==> src/rtl/core/nld_pkg.sv <==
// nld_pkg: shared sizes, types and codes for the nearest lift dispatcher
// used by nld_table and nearest_lift_dispatch; no dependencies
package nld_pkg;

  // group size and building height
  localparam int NUM_LIFTS  = 8;
  localparam int NUM_FLOORS = 64;

  // field widths fixed by the item format
  localparam int FLOOR_W = 6;
  localparam int DIR_W   = 2;
  localparam int IDX_W   = 3;
  localparam int CLASS_W = 2;

  // table addressing and scan counter widths
  localparam int LIFT_AW = (NUM_LIFTS > 1) ? $clog2(NUM_LIFTS) : 1;
  localparam int CNT_W   = $clog2(NUM_LIFTS + 1);

  typedef logic [LIFT_AW-1:0]      addr_t;
  typedef logic [CNT_W-1:0]        cnt_t;
  typedef logic [FLOOR_W-1:0]      floor_t;
  typedef logic signed [DIR_W-1:0] dir_t;

  // top floor, the saturation value for an update floor above it
  localparam floor_t FLOOR_MAX = FLOOR_W'(NUM_FLOORS - 1);

  // direction codes
  localparam dir_t DIR_UP   = 2'sb01;
  localparam dir_t DIR_DOWN = 2'sb11;
  localparam dir_t DIR_IDLE = 2'sb00;

  // result classes
  typedef enum logic [CLASS_W-1:0] {
    MC_WAY      = 2'd0,
    MC_IDLE     = 2'd1,
    MC_FALLBACK = 2'd2
  } match_class_t;

  // table write request
  typedef struct packed {
    logic   en;
    addr_t  addr;
    floor_t flr;
    dir_t   dir;
  } tbl_wr_t;

  // table read request
  typedef struct packed {
    logic  en;
    addr_t addr;
  } tbl_rd_t;

endpackage

==> src/rtl/core/nearest_lift_dispatch.sv <==
// nearest_lift_dispatch: hall call dispatcher over a table of lift states
// depends on nld_pkg and nld_table
//
//   channel  ports                                          dir   handshake
//   in       in_mode, in_lift_index, in_lift_floor,         in    in_valid / in_stall
//            in_lift_direction, in_call_floor, in_call_direction
//   out      out_chosen_lift, out_match_class,              out   out_valid / out_stall
//            out_floor_distance
//
// a status item is written to the table in the cycle it is taken
// a call item reads the table one lift per cycle through its single read
// port, then its result is loaded into the output register once that is free
// reset is synchronous; the table reads as all floors 0, all idle after it
// a waiting result holds in the output register while the next call scans;
// the scan result waits for that register to drain
module nearest_lift_dispatch (
  input  logic                         clk,
  input  logic                         rst_n,
  input  logic                         in_valid,
  output logic                         in_stall,
  input  logic                         in_mode,
  input  logic [nld_pkg::IDX_W-1:0]    in_lift_index,
  input  logic [nld_pkg::FLOOR_W-1:0]  in_lift_floor,
  input  logic signed [nld_pkg::DIR_W-1:0] in_lift_direction,
  input  logic [nld_pkg::FLOOR_W-1:0]  in_call_floor,
  input  logic signed [nld_pkg::DIR_W-1:0] in_call_direction,
  output logic                         out_valid,
  input  logic                         out_stall,
  output logic [nld_pkg::IDX_W-1:0]    out_chosen_lift,
  output logic [nld_pkg::CLASS_W-1:0]  out_match_class,
  output logic [nld_pkg::FLOOR_W-1:0]  out_floor_distance
);
  import nld_pkg::*;

  typedef enum logic [2:0] {
    S_IDLE = 3'b001,
    S_SCAN = 3'b010,
    S_FIN  = 3'b100
  } state_t;

  state_t       state_r, state_nxt;
  floor_t       cf_r;
  dir_t         cd_r;
  cnt_t         scan_cnt_r, scan_cnt_nxt;
  logic         eval_vld_r;
  addr_t        eval_idx_r;

  logic         way_found_r, idle_found_r;
  addr_t        way_idx_r, idle_idx_r;
  floor_t       way_dist_r, idle_dist_r;

  logic         out_valid_r, out_valid_nxt;
  logic [IDX_W-1:0] out_lift_r;
  match_class_t out_class_r;
  floor_t       out_dist_r;

  logic         accept, call_acc, load_out, out_free;
  tbl_wr_t      wr;
  tbl_rd_t      rd;
  floor_t       lf, gap;
  dir_t         ld;
  logic         on_way, take_way, take_idle;

  // handshake
  assign in_stall = (state_r != S_IDLE);
  assign accept   = in_valid && !in_stall;
  assign call_acc = accept && in_mode;

  // status write, out-of-range lifts dropped, floor saturated
  always_comb begin
    wr.en   = accept && !in_mode && (int'(in_lift_index) < NUM_LIFTS);
    wr.addr = LIFT_AW'(in_lift_index);
    wr.flr  = (int'(in_lift_floor) > NUM_FLOORS - 1) ? FLOOR_MAX : in_lift_floor;
    wr.dir  = in_lift_direction;
  end

  // scan read, one lift per cycle
  always_comb begin
    rd.en   = (state_r == S_SCAN) && (scan_cnt_r < CNT_W'(NUM_LIFTS));
    rd.addr = scan_cnt_r[LIFT_AW-1:0];
  end

  nld_table u_table (
    .clk      (clk),
    .rst_n    (rst_n),
    .wr       (wr),
    .rd       (rd),
    .rd_floor (lf),
    .rd_dir   (ld)
  );

  // candidate test on the entry just read
  always_comb begin
    gap    = (lf > cf_r) ? (lf - cf_r) : (cf_r - lf);
    on_way = ((cd_r == DIR_UP) && (ld == DIR_UP) && (cf_r > lf)) ||
             ((cd_r == DIR_DOWN) && (ld == DIR_DOWN) && (cf_r < lf));
    take_way  = eval_vld_r && on_way && (!way_found_r || (gap < way_dist_r));
    take_idle = eval_vld_r && !on_way && (ld == DIR_IDLE) &&
                (!idle_found_r || (gap < idle_dist_r));
  end

  // sequencer
  assign out_free = !out_valid_r || !out_stall;

  always_comb begin
    state_nxt    = state_r;
    scan_cnt_nxt = scan_cnt_r;
    load_out     = 1'b0;
    case (state_r)
      S_IDLE: begin
        if (call_acc) begin
          state_nxt    = S_SCAN;
          scan_cnt_nxt = '0;
        end
      end
      S_SCAN: begin
        if (rd.en) begin
          scan_cnt_nxt = scan_cnt_r + 1'b1;
        end else if (!eval_vld_r) begin
          state_nxt = S_FIN;
        end
      end
      S_FIN: begin
        if (out_free) begin
          load_out  = 1'b1;
          state_nxt = S_IDLE;
        end
      end
      default: begin
        state_nxt = S_IDLE;
      end
    endcase
  end

  always_comb begin
    out_valid_nxt = out_valid_r;
    if (load_out) begin
      out_valid_nxt = 1'b1;
    end else if (out_valid_r && !out_stall) begin
      out_valid_nxt = 1'b0;
    end
  end

  // control registers
  always_ff @(posedge clk) begin
    if (!rst_n) begin
      state_r      <= S_IDLE;
      scan_cnt_r   <= '0;
      eval_vld_r   <= 1'b0;
      out_valid_r  <= 1'b0;
      way_found_r  <= 1'b0;
      idle_found_r <= 1'b0;
    end else begin
      state_r     <= state_nxt;
      scan_cnt_r  <= scan_cnt_nxt;
      eval_vld_r  <= rd.en;
      out_valid_r <= out_valid_nxt;
      if (call_acc) begin
        way_found_r  <= 1'b0;
        idle_found_r <= 1'b0;
      end else begin
        if (take_way) begin
          way_found_r <= 1'b1;
        end
        if (take_idle) begin
          idle_found_r <= 1'b1;
        end
      end
    end
  end

  // call fields, best candidates and result
  always_ff @(posedge clk) begin
    if (call_acc) begin
      cf_r <= in_call_floor;
      cd_r <= in_call_direction;
    end
    eval_idx_r <= rd.addr;
    if (take_way) begin
      way_idx_r  <= eval_idx_r;
      way_dist_r <= gap;
    end
    if (take_idle) begin
      idle_idx_r  <= eval_idx_r;
      idle_dist_r <= gap;
    end
    if (load_out) begin
      if (way_found_r) begin
        out_lift_r  <= IDX_W'(way_idx_r);
        out_class_r <= MC_WAY;
        out_dist_r  <= way_dist_r;
      end else if (idle_found_r) begin
        out_lift_r  <= IDX_W'(idle_idx_r);
        out_class_r <= MC_IDLE;
        out_dist_r  <= idle_dist_r;
      end else begin
        out_lift_r  <= '0;
        out_class_r <= MC_FALLBACK;
        out_dist_r  <= '0;
      end
    end
  end

  assign out_valid          = out_valid_r;
  assign out_chosen_lift    = out_lift_r;
  assign out_match_class    = out_class_r;
  assign out_floor_distance = out_dist_r;

  // checks
  a_fallback_zero: assert property (@(posedge clk) disable iff (!rst_n)
    out_valid && (out_match_class == MC_FALLBACK) |->
      (out_chosen_lift == '0) && (out_floor_distance == '0))
    else $error("fallback result not lift 0 at distance 0");

  a_class_known: assert property (@(posedge clk) disable iff (!rst_n)
    out_valid |-> (out_match_class == MC_WAY) || (out_match_class == MC_IDLE) ||
                  (out_match_class == MC_FALLBACK))
    else $error("undefined match class on a valid result");

  a_eval_in_scan: assert property (@(posedge clk) disable iff (!rst_n)
    eval_vld_r |-> (state_r == S_SCAN))
    else $error("table entry evaluated outside a scan");

  a_scan_bound: assert property (@(posedge clk) disable iff (!rst_n)
    (state_r == S_SCAN) |-> (scan_cnt_r <= CNT_W'(NUM_LIFTS)))
    else $error("scan counter ran past the lift count");

endmodule

==> src/rtl/core/nld_table.sv <==
// nld_table: lift status memory, one write and one registered read per cycle
// depends on nld_pkg; entries never written read as floor 0, idle
module nld_table (
  input  logic             clk,
  input  logic             rst_n,
  input  nld_pkg::tbl_wr_t wr,
  input  nld_pkg::tbl_rd_t rd,
  output nld_pkg::floor_t  rd_floor,
  output nld_pkg::dir_t    rd_dir
);
  import nld_pkg::*;

  localparam int ENTRY_W = FLOOR_W + DIR_W;

  logic [ENTRY_W-1:0]   mem [NUM_LIFTS];
  logic [NUM_LIFTS-1:0] valid_r;
  logic [ENTRY_W-1:0]   rd_data_r;
  logic                 rd_ok_r;

  // storage array, written and read in the clock
  always_ff @(posedge clk) begin
    if (wr.en) begin
      mem[wr.addr] <= {wr.flr, wr.dir};
    end
    if (rd.en) begin
      rd_data_r <= mem[rd.addr];
    end
  end

  // per-entry written flags, cleared at reset
  always_ff @(posedge clk) begin
    if (!rst_n) begin
      valid_r <= '0;
      rd_ok_r <= 1'b0;
    end else begin
      if (wr.en) begin
        valid_r[wr.addr] <= 1'b1;
      end
      if (rd.en) begin
        rd_ok_r <= valid_r[rd.addr];
      end
    end
  end

  // unwritten entries read as the reset value
  assign rd_floor = rd_ok_r ? rd_data_r[ENTRY_W-1:DIR_W] : '0;
  assign rd_dir   = rd_ok_r ? dir_t'(rd_data_r[DIR_W-1:0]) : DIR_IDLE;

endmodule

==> config.mk <==
export PLATFORM = sky130hd
export DESIGN_NAME = nearest_lift_dispatch
export DESIGN_NICKNAME = d
export VERILOG_FILES = /design/src/rtl/core/nld_pkg.sv /design/src/rtl/core/nearest_lift_dispatch.sv /design/src/rtl/core/nld_table.sv
export SDC_FILE = /design/constraint.sdc
export NUM_CORES = 1
export LEC_CHECK = 0
export BUFFER_PORTS_ARGS = -buffer_cell sky130_fd_sc_hd__clkbuf_2
export CAP_MARGIN = 10
export CORE_ASPECT_RATIO = 1.25
export CORE_UTILIZATION = 54
export CTS_CLUSTER_DIAMETER = 200
export CTS_CLUSTER_SIZE = 16
export DETAILED_ROUTE_END_ITERATION = 16
export PLACE_DENSITY = 0.78
export SYNTH_ARGS = -nofsm -noshare
export SYNTH_HDL_FRONTEND = slang
export SYNTH_SLANG_ARGS = --single-unit
==> constraint.sdc <==
create_clock -name clk -period 3.7 [get_ports clk]
set_clock_uncertainty 0.1 [all_clocks]
set_input_delay 0.74 -clock clk [delete_from_list [all_inputs] [get_ports clk]]
set_output_delay 0.74 -clock clk [all_outputs]
set_load 0.05 [all_outputs]
**Yosys cells after proc, flatten, opt, wreduce, memory -nomap -nowiden**

Memories as Yosys holds them, arrays and structs flattened. A register that Yosys moved wholly into a read port is not among the register bits.
Cells that the tools add are included.

- Memories kept: 1
- Logic and storage cells: 104
- Memory bits (read-only): 0
- Input port bits: 24
- Output and inout bits: 13
- Bits in writable memories: 64
- Register bits: 60
- Latch bits: 0

Memory list:

| memory | depth | width | read ports | clocked after memory_dff | wr ports | line | text |
|---|---|---|---|---|---|---|---|
| u_table.mem | 8 | 8 | 1 | 1 | 1 | nld_table.sv:15 | `logic [ENTRY_W-1:0] mem [NUM_LIFTS];` |

- Div/mod/pow operators: 0
- Bitwise operators: 2
- Magnitude comparators: 9
- Muxes and demuxes: 26
- $mul: 0
- Reduce and logical (&&, ||, !) cells: 32
- Add/sub/neg operators: 3
- Shifts and indexed selects: 0
- Equality and inequality tests: 13

Operator list:

| kind | number |
|---|---|
| $mux W6 | 4 |
| $lt A6 B6 Y1 | 3 |
| $mux W3 | 6 |
| $logic_and A1 B1 Y1 | 15 |
| $gt A6 B6 Y1 | 2 |
| $sub A6 B6 Y6 | 2 |
| $ne A2 B2 Y1 const B | 5 |
| $pmux W3 S3 | 1 |
| $lt A3 B4 Y1 const B | 2 |
| $mux W1 | 8 |
| $mux W4 | 2 |
| $or A8 B8 Y8 | 1 |
| $pmux W4 S2 | 1 |
| $logic_not A1 Y1 | 7 |
| $add A4 B1 Y4 const B | 1 |
| $eq A2 B1 Y1 const B | 2 |
| $eq A2 B2 Y1 const B | 2 |
| $logic_or A1 B1 Y1 | 4 |
| $lt A4 B4 Y1 const B | 1 |
| $mux W2 | 2 |
| $reduce_and A4 Y1 | 1 |
| $reduce_bool A2 Y1 | 2 |
| $bmux W1 S3 | 1 |
| $demux W1 S3 | 1 |
| other kinds (9) | 9 |

**Longest topological paths before layout**

Gate-level depths: netlist of run 1.

- Depth in word-level cells: 9
- Depth in mapped cells: 17
- Mapped depth without buffers: 14

**Cells and area by module**

A second synthesis of run 1 with hierarchy kept.

- Cells, all modules: 384
- Area total of the unflattened synthesis: 5,768.0 um^2

Modules (own cells, without submodules):

| module | seq. area each (um^2) | cells each | times used | area an instance (um^2) |
|---|---|---|---|---|
| nld_table | 2,342.2 | 147 | 1 | 3,108.0 |
| nearest_lift_dispatch | 1,391.3 | 237 | 1 | 2,660.1 |

**Worst setup path after synthesis of run 1**

No wires, ideal clock.

- Path kind: reg2reg
- Start point: register u_table.rd_ok_r
- End point: register idle_dist_r[0], enable pin
- Data arrival time: 3.393 ns
- Cell stages (with the launch flop): 16
- Data required time: 3.219 ns
- Buffers on the path: 2
- Period minus slack after synthesis: 3.874 ns
- Slack: -0.174 ns
- Setup time: 0.381 ns
- Cell sequence: dfxtp_1 -> clkbuf_1 -> nand2_1 -> ha_1 -> fa_1 -> nand3b_4 -> a21o_1 -> a21o_1 -> buf_6 -> o21ai_0 -> ha_1 -> a21boi_0 -> o21a_1 -> o21ai_0 -> nand2b_1 -> a41oi_1

- Elaborated cells on any way between the ends: 22
- Those cells by class: add/sub (2); order compare (4); eq/ne (2); mux (3); reduce/logical (11)

RTL lines:

| element | line | text |
|---|---|---|
| start, declared | nld_table.sv:18 | `logic rd_ok_r;` |
| start signal, assigned | nld_table.sv:40 | `rd_ok_r <= valid_r[rd.addr];` |
| $mux W6 (*) | nld_table.sv:46 | `assign rd_floor = rd_ok_r ? rd_data_r[ENTRY_W-1:DIR_W] : '0;` |
| $sub A6 B6 Y6 / $gt A6 B6 Y1 (equally long branches) | nearest_lift_dispatch.sv:94 | `gap = (lf > cf_r) ? (lf - cf_r) : (cf_r - lf);` |
| $mux W6 (*) | nearest_lift_dispatch.sv:94 |  |
| via gap[1] | nearest_lift_dispatch.sv:60 | `floor_t lf, gap;` |
| $lt A6 B6 Y1 (*) | nearest_lift_dispatch.sv:99 | `(!idle_found_r \|\| (gap < idle_dist_r));` |
| $logic_or A1 B1 Y1 (*) | nearest_lift_dispatch.sv:99 |  |
| $logic_and A1 B1 Y1 (*) | nearest_lift_dispatch.sv:98 | `take_idle = eval_vld_r && !on_way && (ld == DIR_IDLE) &&` |
| via take_idle | nearest_lift_dispatch.sv:62 | `logic on_way, take_way, take_idle;` |
| end signal, assigned | nearest_lift_dispatch.sv:185 | `idle_dist_r <= gap;` |
| end, declared | nearest_lift_dispatch.sv:50 | `floor_t way_dist_r, idle_dist_r;` |

Mark *: on every way through the listed nets, which the timed path passes. The rest lies on a longest branch.
A chain may end at the register's enable or synchronous reset.

**Worst setup path in the final report of run 1**

- Start point: register u_table.rd_ok_r
- End point: register way_dist_r[1], enable pin

- Elaborated cells on any way between the ends: 19
- Those cells by class: add/sub (2); order compare (4); eq/ne (2); mux (3); reduce/logical (8)

RTL lines:

| element | line | text |
|---|---|---|
| $mux W6 (*) | nld_table.sv:46 |  |
| $sub A6 B6 Y6 / $gt A6 B6 Y1 (equally long branches) | nearest_lift_dispatch.sv:94 |  |
| $mux W6 (*) | nearest_lift_dispatch.sv:94 |  |
| via gap[5] | nearest_lift_dispatch.sv:60 |  |
| $lt A6 B6 Y1 (*) | nearest_lift_dispatch.sv:97 | `take_way = eval_vld_r && on_way && (!way_found_r \|\| (gap < way_dist_r));` |
| $logic_or A1 B1 Y1 (*) | nearest_lift_dispatch.sv:97 |  |
| $logic_and A1 B1 Y1 (*) | nearest_lift_dispatch.sv:97 |  |
| via take_way | nearest_lift_dispatch.sv:62 |  |
| end signal, assigned | nearest_lift_dispatch.sv:181 | `way_dist_r <= gap;` |
| end, declared | nearest_lift_dispatch.sv:50 |  |

Marks and branches as above.

==> impl_metrics.env, run 1 <==
export IMPL_worst_skew_pair_late_latency_ns=0.42
export IMPL_slew_worst_pin_ns=1.13
export IMPL_slowest_delay_ns=0.38
export IMPL_drv_slew=0
export IMPL_synth_largest_type_area_fraction_pct=58.2
export IMPL_cts_path_max_buffers=2
export IMPL_cts_inserted_buffers=17
export IMPL_clock_sinks=132
export IMPL_setup_total_negative_slack_ns=0
export IMPL_hold_viol=0
export IMPL_grt_setup_unrepaired="false"
export IMPL_max_freq_mhz=288
export IMPL_status="finished clean"
export IMPL_grt_start_max_net_pins=24
export IMPL_floorplan_die_area_um2=10800
export IMPL_synth_edf_count=109
export IMPL_fin_util_pct=65.7
export IMPL_grt_use_total_pct=21.7
export IMPL_worstPathBufferInverterCount=1
export IMPL_cp_data_arrival_time_ns=3.50
export IMPL_synth_top_cells_by_area="sky130_fd_sc_hd__edfxtp_1, sky130_fd_sc_hd__dfxtp_1, sky130_fd_sc_hd__mux4_2, sky130_fd_sc_hd__ha_1, sky130_fd_sc_hd__inv_1"
export IMPL_via_count_of_the_first_global_routing_pass=3319
export IMPL_detailroute_via_count=3172
export IMPL_worst_path_max_fanout=7
export IMPL_via_density_per_instance=5.62
export IMPL_rows=41
export IMPL_hold_path_class="flop to flop"
export IMPL_critical_path_slowest_cell="sky130_fd_sc_hd__dfxtp_4"
export IMPL_finalNetCount=472
export IMPL_synth_area_leader_cell="sky130_fd_sc_hd__edfxtp_1"
export IMPL_worstSetupStartpointType="flop"
export IMPL_fp_coreArea_um2=10100
export IMPL_synthCells=366
export IMPL_cts_htree_levels=4
export IMPL_setup_viol=0
export IMPL_post_synth_net_total=416
export IMPL_area_delta_synth_final_pct=18.0
export IMPL_register_area_um2=3740
export IMPL_drc=0
export IMPL_clk_transition_reported_paths_ns=0.06
export IMPL_power_density_nw_per_um2=531
export IMPL_initial_antenna_violation_count=0
export IMPL_insertedDiodeCount=0
export IMPL_dp_final_hpwl_mm=7.12
export IMPL_ctsRootBufferMaster="sky130_fd_sc_hd__clkbuf_16"
export IMPL_start_util_pct=55.7
export IMPL_num_fill_cells=674
export IMPL_synth_distinct_cells=47
export IMPL_post_route_min_period_ns=3.47
export IMPL_endpoint_type_of_the_worst_setup_path="flop"
export IMPL_tritoncts_clock_tree="built"
export IMPL_cp_data_required_time_ns=3.73
export IMPL_routabilityCongestion=0.923
export IMPL_maxCapViolCount=0
export IMPL_cell_class_contributing_the_biggest_share_of_worst_path_delay="compound AO/OA/AOI/OAI gates"
export IMPL_multi_input_area_um2=1740
export IMPL_synth_ff_latch_count=132
export IMPL_drtIter0Drc=208
export IMPL_placedInstanceArea_um2=6010
export IMPL_die_span_x_um=93.3
export IMPL_ys_warnings_count=0
export IMPL_fp_dieH_um=116
export IMPL_synth_top_flop_cell="sky130_fd_sc_hd__edfxtp_1"
export IMPL_postSynth_asyncResetShare_pct=0
export IMPL_p_leak_uw=0.00250
export IMPL_syn_avg_cell_area_um2=15.4
export IMPL_finalInstanceArea_um2=6640
export IMPL_fin_crit_share_pct=93.8
export IMPL_timing_critical_path_cells="nand2_1, ha_1, fa_2, nand3b_4, a21o_1, a21o_2, mux2i_1, xor2_1, ha_1, a21o_1, a31oi_1, o21ai_0, a21oi_2, buf_6"
export IMPL_fraction_of_final_layout_cells_with_drive_strength_greater_than_1_pct=27.4
export IMPL_io_pins=37
export IMPL_antenna_violating_nets_post_route=0
export IMPL_grt_first_pass_wirelength_mm=16.5
export IMPL_routedWlPerCell_um=18.7
export IMPL_post_synthesis_instance_area_um2=5630
export IMPL_drt_pre_antenna_iters=6
export IMPL_port_buffer_count=36
export IMPL_power_total_uw=3530
export IMPL_seq_area_frac_synth_pct=66.3
export IMPL_postRouteWirelength_mm=10.5
export IMPL_max_slew_margin_rel_pct=24.6
export IMPL_ir_worst_vdd_uv=508
export IMPL_grt_ovfl_total=0
export IMPL_crit_type="flop to flop"
[report_power, final]
part	internal (uW)	leakage (uW)	switching (uW)
sequential	1630	0.00117	13.9
combinational	72.0	0.00104	85.0
clock	1120	0.000285	613
total	2820	0.00250	712
[routing by layer]
metal  global-route usage [%]  share of wire [%]  vias up
met4                     13.2                3.5        0
met1                     22.0                 37     1556
met3                     4.56                3.8       29
li1                         -                  -     1497
met5                        0                  0        -
met2                     40.6                 56       90
[cells in the mapped netlist (8+ instances only)]
library cell / instances
sky130_fd_sc_hd__nor2_1: 14
sky130_fd_sc_hd__mux2_2: 10
sky130_fd_sc_hd__dfxtp_1: 23
sky130_fd_sc_hd__o21ai_0: 14
sky130_fd_sc_hd__edfxtp_1: 109
sky130_fd_sc_hd__mux2i_1: 8
sky130_fd_sc_hd__ha_1: 24
sky130_fd_sc_hd__a21oi_1: 16
sky130_fd_sc_hd__nand2_1: 23
sky130_fd_sc_hd__mux4_2: 16
sky130_fd_sc_hd__inv_1: 32
sky130_fd_sc_hd__o21a_1: 9
[cell usage in the layout (no fill, tap or decap), types with 8 or more instances in the layout]
| cell | n |
|---|---|
| sky130_fd_sc_hd__inv_1 | 32 |
| sky130_fd_sc_hd__o21ai_0 | 14 |
| sky130_fd_sc_hd__nand2_1 | 23 |
| sky130_fd_sc_hd__buf_4 | 11 |
| sky130_fd_sc_hd__mux2i_1 | 8 |
| sky130_fd_sc_hd__clkbuf_16 | 17 |
| sky130_fd_sc_hd__a21oi_1 | 15 |
| sky130_fd_sc_hd__dfxtp_1 | 22 |
| sky130_fd_sc_hd__ha_1 | 23 |
| sky130_fd_sc_hd__clkbuf_2 | 36 |
| sky130_fd_sc_hd__mux4_2 | 16 |
| sky130_fd_sc_hd__nor2_1 | 14 |
| sky130_fd_sc_hd__edfxtp_1 | 109 |
| sky130_fd_sc_hd__mux2_2 | 10 |
| sky130_fd_sc_hd__o21a_1 | 9 |
[worst paths after layout]
check             startpoint            end  slack (ns)  depth (start not counted)
max          u_table.rd_ok_r  way_dist_r[1]        0.23                         14
min            eval_idx_r[1]  idle_idx_r[1]        0.33                          0
max reg2reg  u_table.rd_ok_r  way_dist_r[1]        0.23                         14
min reg2reg    eval_idx_r[1]  idle_idx_r[1]        0.33                          0
[per-stage QoR]
stage	hold slack [ns]	instances	setup slack (ns)
2_1_floorplan	0.256	366	0.0226
3_3_place_gp	0.310	532	0.171
3_5_place_dp	0.322	532	0.0120
4_1_cts	0.336	564	0.0748
5_1_grt	0.345	564	0.0348
6_report	0.330	564	0.229
[cells by family after synthesis]
family,count (synthesis),share of synthesized area (%)
AOI/OAI and AO/OA,61,7.16
xor gates and xnor gates,6,0.934
adders and majority gates,26,6.05
buffers and inverters,43,3.27
DFF,132,66.3
muxes,34,9.83
and+or+nand+nor,64,6.43
[worst reg2reg max path: cells and delay by family, from the launching register on]
kind                     cells  cell delay, ns
XOR/XNOR                     1            0.24
multiplexers                 1            0.19
flip-flops                   1            0.38
AO/OA/AOI/OAI                6            1.01
buffers and inverters        1            0.15
AND/OR/NAND/NOR              2            0.24
adder cells (fa/ha/maj)      3            0.88
[final cells by class]
type / count / area share (%)
sequential: 132 / 56.3
multi-input combinational: 191 / 26.1
clock buffer: 17 / 6.41
timing repair buffer: 48 / 4.13
clock inverter: 15 / 2.83
tap: 129 / 2.43
inverter: 32 / 1.81
[state kept, by name, indices dropped and copies added, names as in the netlist, 2 cells and up]
signal              flops
u_table.valid_r         8
u_table.rd_data_r       8
out_floor_distance      6
cf_r                    6
u_table.mem            64
cd_r                    2
out_chosen_lift         3
scan_cnt_r              4
way_idx_r               3
state_r                 3
eval_idx_r              3
idle_idx_r              3
idle_dist_r             6
out_match_class         2
way_dist_r              6
[repair_timing]
item	in CTS	in global routing
resized for setup	1	6
hold buffers	0	0
setup buffers	0	0
setup endpoints to repair	6	18
pin swaps	0	2
Note: power is estimated with default switching activity, not from simulation.
==> run 2: changes to the inputs <==
Settings changed: ABC_AREA set to 1.
==> run 2 against run 1 <==
  * Fmax up 4.7%
  * First-iteration DRC count down 11%
  * Combinational power up 84%
  * Design area up 1.3%
  * Sequential share of layout area down 0.78 points
  * Highest routed layer unchanged
  * Cell count up 31%
  * Utilization down 2.3 points
==> impl_metrics.env, run 2 <==
export IMPL_hold_path_depth=0
export IMPL_grt_first_pass_wirelength_mm=18.2
export IMPL_slowest_delay_ns=0.44
export IMPL_timing_critical_path_cells="nand2_1, ha_1, fa_1, o21ai_2, nand2_1, nand2_1, nand2_2, inv_2, nand2_1, nand2_1, inv_1, ha_1, nand2_1, inv_1, o21ai_0, o211ai_1, a21oi_1, buf_4"
export IMPL_start_util_pct=55.4
export IMPL_hold_path_class="flop to flop"
export IMPL_synth_edf_count=109
export IMPL_setup_total_negative_slack_ns=0
export IMPL_seq_area_frac_synth_pct=63.5
export IMPL_cts_repair_resized=0
export IMPL_post_synth_net_total=600
export IMPL_synth_area_leader_cell="sky130_fd_sc_hd__edfxtp_1"
export IMPL_fraction_of_final_layout_cells_with_drive_strength_greater_than_1_pct=13.7
export IMPL_power_density_nw_per_um2=526
export IMPL_top_regs="u_table.mem: 64 flops, u_table.rd_data_r: 8 flops, u_table.valid_r: 8 flops"
export IMPL_postRouteWirelength_mm=11.3
export IMPL_synth_commonest_cells="sky130_fd_sc_hd__edfxtp_1, sky130_fd_sc_hd__nor2_1, sky130_fd_sc_hd__nand2_1, sky130_fd_sc_hd__inv_1, sky130_fd_sc_hd__o21ai_0"
export IMPL_dp_final_hpwl_mm=7.88
export IMPL_largest_register="u_table.mem"
export IMPL_synth_simple_gate_area_share_pct=13.8
export IMPL_fp_dieH_um=119
export IMPL_synth_mux_area_share_pct=0
export IMPL_antenna_violating_nets_post_route=0
export IMPL_initial_antenna_violation_count=0
export IMPL_mostFrequentLayoutCells="sky130_fd_sc_hd__edfxtp_1, sky130_fd_sc_hd__nor2_1, sky130_fd_sc_hd__nand2_1"
export IMPL_finalNetCount=645
export IMPL_critical_path_slowest_cell="sky130_fd_sc_hd__fa_1"
export IMPL_synth_top_flop_cell="sky130_fd_sc_hd__edfxtp_1"
export IMPL_drt_pre_antenna_iters=5
export IMPL_via_count_of_the_first_global_routing_pass=3988
export IMPL_syn_avg_cell_area_um2=10.7
export IMPL_routabilityCongestion=0.873
export IMPL_clk_transition_reported_paths_ns=0.06
export IMPL_synth_largest_type_area_fraction_pct=55.7
export IMPL_num_fill_cells=828
export IMPL_drc=0
export IMPL_complex_gate_fraction_of_the_synthesized_area_pct=9.31
export IMPL_grt_setup_unrepaired="false"
export IMPL_drv_slew=0
export IMPL_detailroute_via_count=3975
export IMPL_area_delta_synth_final_pct=14.5
export IMPL_post_route_min_period_ns=3.32
export IMPL_fp_coreArea_um2=10600
export IMPL_finalInstanceArea_um2=6730
export IMPL_worstSetupStartpointType="flop"
export IMPL_synth_top_cells_by_area="sky130_fd_sc_hd__edfxtp_1, sky130_fd_sc_hd__dfxtp_1, sky130_fd_sc_hd__nor2_1, sky130_fd_sc_hd__ha_1, sky130_fd_sc_hd__nand2_1"
export IMPL_reg2regPathDepth=18
export IMPL_postSynth_asyncResetShare_pct=0
export IMPL_crit_type="flop to flop"
export IMPL_yosys_area_share_adder_pct=5.79
export IMPL_placedInstanceArea_um2=6160
export IMPL_endpoint_type_of_the_worst_setup_path="flop"
export IMPL_routedWlPerCell_um=15.2
export IMPL_synthCells=550
export IMPL_slew_worst_pin_ns=0.986
export IMPL_worst_path_max_fanout=9
export IMPL_fin_crit_share_pct=89.6
export IMPL_final_hold_worst_slack_ns=0.344
export IMPL_clock_sinks=132
export IMPL_cts_htree_levels=4
export IMPL_post_synth_top_count_cell="sky130_fd_sc_hd__edfxtp_1"
export IMPL_maxCapViolCount=0
export IMPL_final_common_cell="sky130_fd_sc_hd__edfxtp_1"
export IMPL_io_pins=37
export IMPL_power_total_uw=3540
export IMPL_ys_warnings_count=0
export IMPL_synth_top_family_by_area="simple AND/OR/NAND/NOR gates"
export IMPL_grt_ovfl_total=0
export IMPL_grt_use_total_pct=22.0
export IMPL_drtIter0Drc=186
export IMPL_rows=42
export IMPL_synth_ff_latch_count=132
export IMPL_status="finished clean"
export IMPL_largest_register_ffs=64
export IMPL_cp_data_arrival_time_ns=3.33
export IMPL_grt_start_max_net_pins=38
export IMPL_worst_skew_pair_late_latency_ns=0.41
export IMPL_setup_viol=0
export IMPL_cts_inserted_buffers=17
export IMPL_ctsRootBufferMaster="sky130_fd_sc_hd__clkbuf_16"
export IMPL_synth_xor_area_share_pct=1.04
export IMPL_floorplan_die_area_um2=11300
export IMPL_die_span_x_um=95.3
export IMPL_cp_data_required_time_ns=3.72
export IMPL_ir_worst_vdd_uv=431
export IMPL_p_leak_uw=0.00279
export IMPL_synth_distinct_cells=31
export IMPL_cts_path_max_buffers=2
export IMPL_max_slew_margin_rel_pct=34.0
export IMPL_max_freq_mhz=302
export IMPL_ctsHoldBuffers=0
export IMPL_hold_viol=0
export IMPL_via_density_per_instance=5.37
export IMPL_critPathMostFrequentCell="sky130_fd_sc_hd__nand2_1"
export IMPL_post_synthesis_instance_area_um2=5880
export IMPL_cts_post_setup_buffers_inserted=0
export IMPL_insertedDiodeCount=0
export IMPL_port_buffer_count=36
export IMPL_tritoncts_clock_tree="built"
## run 2: cell types whose count changed after synthesis, sizes merged, moves of 13 or more
cell   before  now
inv        32   75
mux4       16    0
nand2      23   82
nor2       17   93
o21ai      14   43
o22ai       1   14
## run 2: logic make-up (layout without fill, tap and decap cells)
group	Yosys count	in the layout
AOI/OAI and AO/OA	97	97
DFF	132	132
adders and majority gates	26	26
xor gates and xnor gates	7	7
and+or+nand+nor	196	196
buffers and inverters	92	150
## run 2: stage by stage
stage	utilization [%]	worst slack, ns	cells
floorplan	-	0.378	550
global placement	58.1	0.621	708
detailed placement	58.1	0.490	708
CTS	63.4	0.416	740
global route	63.4	0.0704	740
finish	63.4	0.383	740
## run 2: critical path: cells and delay by family, from the launching register on
family / cells / cell delay, ns
AO/OA/AOI/OAI: 4 / 0.67
adder cells (fa/ha/maj): 3 / 0.97
buffers and inverters: 4 / 0.41
flip-flops: 1 / 0.34
AND/OR/NAND/NOR: 7 / 0.52
## run 2: per-layer routing
metal	vias to the layer above	global-route usage [%]	wire length (um)
li1	1950	-	-
met1	1891	22.4	4250
met2	111	39.5	6290
met3	23	6.44	414
met4	0	10.9	325
met5	-	0	0
## run 2: worst paths after layout
path | slack (ns) | from | end
worst max-delay path | 0.38 | u_table.rd_ok_r | way_idx_r[2]
worst min-delay path | 0.34 | scan_cnt_r[2] | eval_idx_r[2]
worst max register to register | 0.38 | u_table.rd_ok_r | way_idx_r[2]
worst min register to register | 0.34 | scan_cnt_r[2] | eval_idx_r[2]
## run 2: area by class of cell
cell class              instances  area [um^2]  area share (%)
inverters                      77          289            4.30
flip-flops and latches        132         3730            55.5
clock buffers                  18          429            6.38
repair buffers                 41          218            3.24
well taps                     132          165            2.45
clock inverters                14          136            2.03
multi-input cells             326         1760            26.1
## run 2: where the power goes
part	internal, uW	switching (uW)	total (uW)
registers	1640	15.9	1660
logic	96.0	193	289
clock network	984	610	1590
total	2720	819	3540
==> run 3: changes to the inputs <==
Settings changed: CORE_UTILIZATION 54 to 60, PLACE_DENSITY 0.78 to 0.82.
Clock period 3.7 ns to 3.9 ns, I/O delays scaled along.
==> run 3 against run 2 <==
  * Sequential share of layout area decreased by 0.35 points
  * Cell count decreased by 0.95%
  * Combinational power decreased by 4%
  * Fmax decreased by 5.8%
  * Worst hold slack got worse by 0.011 ns
  * Via count increased by 1.4%
  * Sequential power decreased by 5%
  * Non-clock buffer count decreased by 1
  * Critical path depth decreased by 1
  * Critical endpoint is now idle_dist_r[0]
==> impl_metrics.env, run 3 (synthesis gave the netlist of run 2 again) <==
export IMPL_antenna_violating_nets_post_route=0
export IMPL_finalNetCount=644
export IMPL_clk_transition_reported_paths_ns=0.06
export IMPL_worst_path_max_fanout=11
export IMPL_grt_setup_unrepaired="false"
export IMPL_worst_skew_pair_late_latency_ns=0.41
export IMPL_grt_first_pass_wirelength_mm=18.4
export IMPL_timing_critical_path_cells="nand2_1, ha_1, fa_1, o21ai_2, nand2_1, nand2_1, nand2_2, inv_2, nand2_1, nand2_1, inv_1, ha_1, a21oi_1, o21a_1, o21ai_0, a21oi_2, buf_4"
export IMPL_critical_path_slowest_cell="sky130_fd_sc_hd__fa_1"
export IMPL_drtIter0Drc=266
export IMPL_grt_use_total_pct=24.2
export IMPL_grt_ovfl_total=0
export IMPL_insertedDiodeCount=0
export IMPL_cell_internal_pwr_uw=2680
export IMPL_sequentialPowerShare_pct=45.8
export IMPL_dp_final_hpwl_mm=7.50
export IMPL_drv_slew=0
export IMPL_drt_pre_antenna_iters=6
export IMPL_clock_sinks=132
export IMPL_largest_register_ffs=64
export IMPL_grt_start_max_net_pins=42
export IMPL_max_freq_mhz=284
export IMPL_drc=0
export IMPL_worstSetupStartpointType="flop"
export IMPL_hold_viol=0
export IMPL_cp_data_required_time_ns=3.92
export IMPL_cp_data_arrival_time_ns=3.54
export IMPL_hold_path_depth=0
export IMPL_max_slew_margin_rel_pct=33.2
export IMPL_largest_register="u_table.mem"
export IMPL_placed_cells=701
export IMPL_ir_worst_vdd_uv=407
export IMPL_setup_total_negative_slack_ns=0
export IMPL_die_span_x_um=90.5
export IMPL_final_common_cell="sky130_fd_sc_hd__edfxtp_1"
export IMPL_maxCapViolCount=0
export IMPL_area_delta_synth_final_pct=15.3
export IMPL_power_switching_uw=742
export IMPL_crit_type="flop to flop"
export IMPL_critPathMostFrequentCell="sky130_fd_sc_hd__nand2_1"
export IMPL_detailroute_via_count=4030
export IMPL_postRouteWirelength_mm=11.3
export IMPL_via_count_of_the_first_global_routing_pass=4000
export IMPL_fp_dieH_um=113
export IMPL_floorplan_die_area_um2=10200
export IMPL_rows=40
export IMPL_post_route_min_period_ns=3.52
export IMPL_worstPathBufferInverterCount=3
export IMPL_p_leak_uw=0.00281
export IMPL_initial_antenna_violation_count=0
export IMPL_routedWlPerCell_um=15.4
export IMPL_routabilityCongestion=0.882
export IMPL_reg2regPathDepth=17
export IMPL_fp_coreArea_um2=9560
export IMPL_top_regs="u_table.mem: 64 flops, u_table.rd_data_r: 8 flops, u_table.valid_r: 8 flops"
export IMPL_hold_path_class="flop to flop"
export IMPL_setup_viol=0
export IMPL_cts_post_setup_buffers_inserted=0
export IMPL_num_fill_cells=659
export IMPL_power_share_combinational_pct=8.1
export IMPL_cts_htree_levels=4
export IMPL_final_critical_path_setup_slack_ns=0.381
export IMPL_instances_no_fill=733
export IMPL_share_clk_of_total_power_pct=46.1
export IMPL_fin_crit_share_pct=90.2
export IMPL_slowest_delay_ns=0.43
export IMPL_status="finished clean"
export IMPL_cts_path_max_buffers=2
export IMPL_power_density_nw_per_um2=506
export IMPL_via_density_per_instance=5.50
export IMPL_cts_inserted_buffers=17
export IMPL_placedInstanceArea_um2=6150
export IMPL_tritoncts_clock_tree="built"
export IMPL_cell_class_contributing_the_biggest_share_of_worst_path_delay="adder cells"
export IMPL_finalInstanceArea_um2=6770
export IMPL_dpl_worst_slack_ns=0.180
export IMPL_slew_worst_pin_ns=0.998
export IMPL_port_buffer_count=36
export IMPL_endpoint_type_of_the_worst_setup_path="flop"
export IMPL_power_switching_share_pct=21.7
export IMPL_ctsRootBufferMaster="sky130_fd_sc_hd__clkbuf_16"
export IMPL_start_util_pct=61.5
export IMPL_fraction_of_final_layout_cells_with_drive_strength_greater_than_1_pct=13.8
export IMPL_mostFrequentLayoutCells="sky130_fd_sc_hd__edfxtp_1, sky130_fd_sc_hd__nor2_1, sky130_fd_sc_hd__nand2_1"
export IMPL_io_pins=37
export IMPL_path_depth=17
==> run 3: cell count changes in the layout (fill, tap and decap cells not counted), moves of 2 or more <==
cell | before | now
sky130_fd_sc_hd__a21oi_1 | 22 | 20
sky130_fd_sc_hd__a21oi_2 | 0 | 2
sky130_fd_sc_hd__clkbuf_8 | 0 | 2
sky130_fd_sc_hd__clkbuf_1 | 1 | 4
sky130_fd_sc_hd__clkbuf_16 | 17 | 22
sky130_fd_sc_hd__clkinv_1 | 4 | 2
sky130_fd_sc_hd__clkinvlp_4 | 3 | 1
sky130_fd_sc_hd__inv_6 | 2 | 0
sky130_fd_sc_hd__bufinv_16 | 2 | 0
sky130_fd_sc_hd__clkinv_2 | 4 | 2
==> run 3: final timing paths <==
kind,from,to,slack [ns]
hold reg to reg,eval_idx_r[1],idle_idx_r[1],0.33
hold / removal,eval_idx_r[1],idle_idx_r[1],0.33
setup / recovery,u_table.rd_ok_r,idle_dist_r[0],0.38
setup reg to reg,u_table.rd_ok_r,idle_dist_r[0],0.38
==> run 3: worst register-to-register path, stage by stage (launching register included) <==
cell,delay (ns)
sky130_fd_sc_hd__dfxtp_2,0.42
sky130_fd_sc_hd__nand2_1,0.10
sky130_fd_sc_hd__ha_1,0.24
sky130_fd_sc_hd__fa_1,0.43
sky130_fd_sc_hd__o21ai_2,0.20
sky130_fd_sc_hd__nand2_1,0.08
sky130_fd_sc_hd__nand2_1,0.08
sky130_fd_sc_hd__nand2_2,0.11
sky130_fd_sc_hd__inv_2,0.09
sky130_fd_sc_hd__nand2_1,0.05
sky130_fd_sc_hd__nand2_1,0.05
sky130_fd_sc_hd__inv_1,0.08
sky130_fd_sc_hd__ha_1,0.33
sky130_fd_sc_hd__a21oi_1,0.18
sky130_fd_sc_hd__o21a_1,0.14
sky130_fd_sc_hd__o21ai_0,0.11
sky130_fd_sc_hd__a21oi_2,0.25
sky130_fd_sc_hd__buf_4,0.21
==> run 3: through the flow <==
stage	hold WS [ns]	util, %	total power [uW]
2_1_floorplan	0.268	-	1800
3_3_place_gp	0.306	64.3	1850
3_5_place_dp	0.315	64.3	1870
4_1_cts	0.323	70.8	3440
5_1_grt	0.341	70.9	3540
6_report	0.333	70.9	3430
==> run 3: what timing repair did <==
| item | CTS | global route |
|---|---|---|
| resized for setup | 0 | 4 |
| setup endpoints to repair | 0 | 18 |
| hold buffers | 0 | 0 |
==> run 3: power by group through the flow <==
| stage | sequential [uW] | combinational, uW | clock (uW) |
|---|---|---|---|
| global placement | 1590 | 258 | 0 |
| detailed placement | 1600 | 272 | 0 |
| CTS | 1570 | 275 | 1600 |
| global route | 1570 | 312 | 1660 |
| floorplan | 1590 | 203 | 0 |
| finish | 1570 | 277 | 1580 |
==> run 3: final cells by class <==
| class | count | area, um^2 | share of cell area (%) |
|---|---|---|---|
| flip-flops and latches | 132 | 3730 | 55.1 |
| multi-input cells | 326 | 1760 | 26.0 |
| clock buffers | 28 | 593 | 8.76 |
| inverters | 77 | 289 | 4.27 |
| repair buffers | 40 | 210 | 3.10 |
| well taps | 126 | 158 | 2.33 |
| clock inverters | 4 | 23.8 | 0.351 |
==> run 3: metal layers <==
metal | up-vias | track usage [%] | share of wire (%)
li1 | 1954 | - | -
met3 | 29 | 5.69 | 5.0
met5 | - | 0 | 0
met2 | 138 | 43.5 | 55
met4 | 0 | 14.6 | 2.9
met1 | 1909 | 25.6 | 37
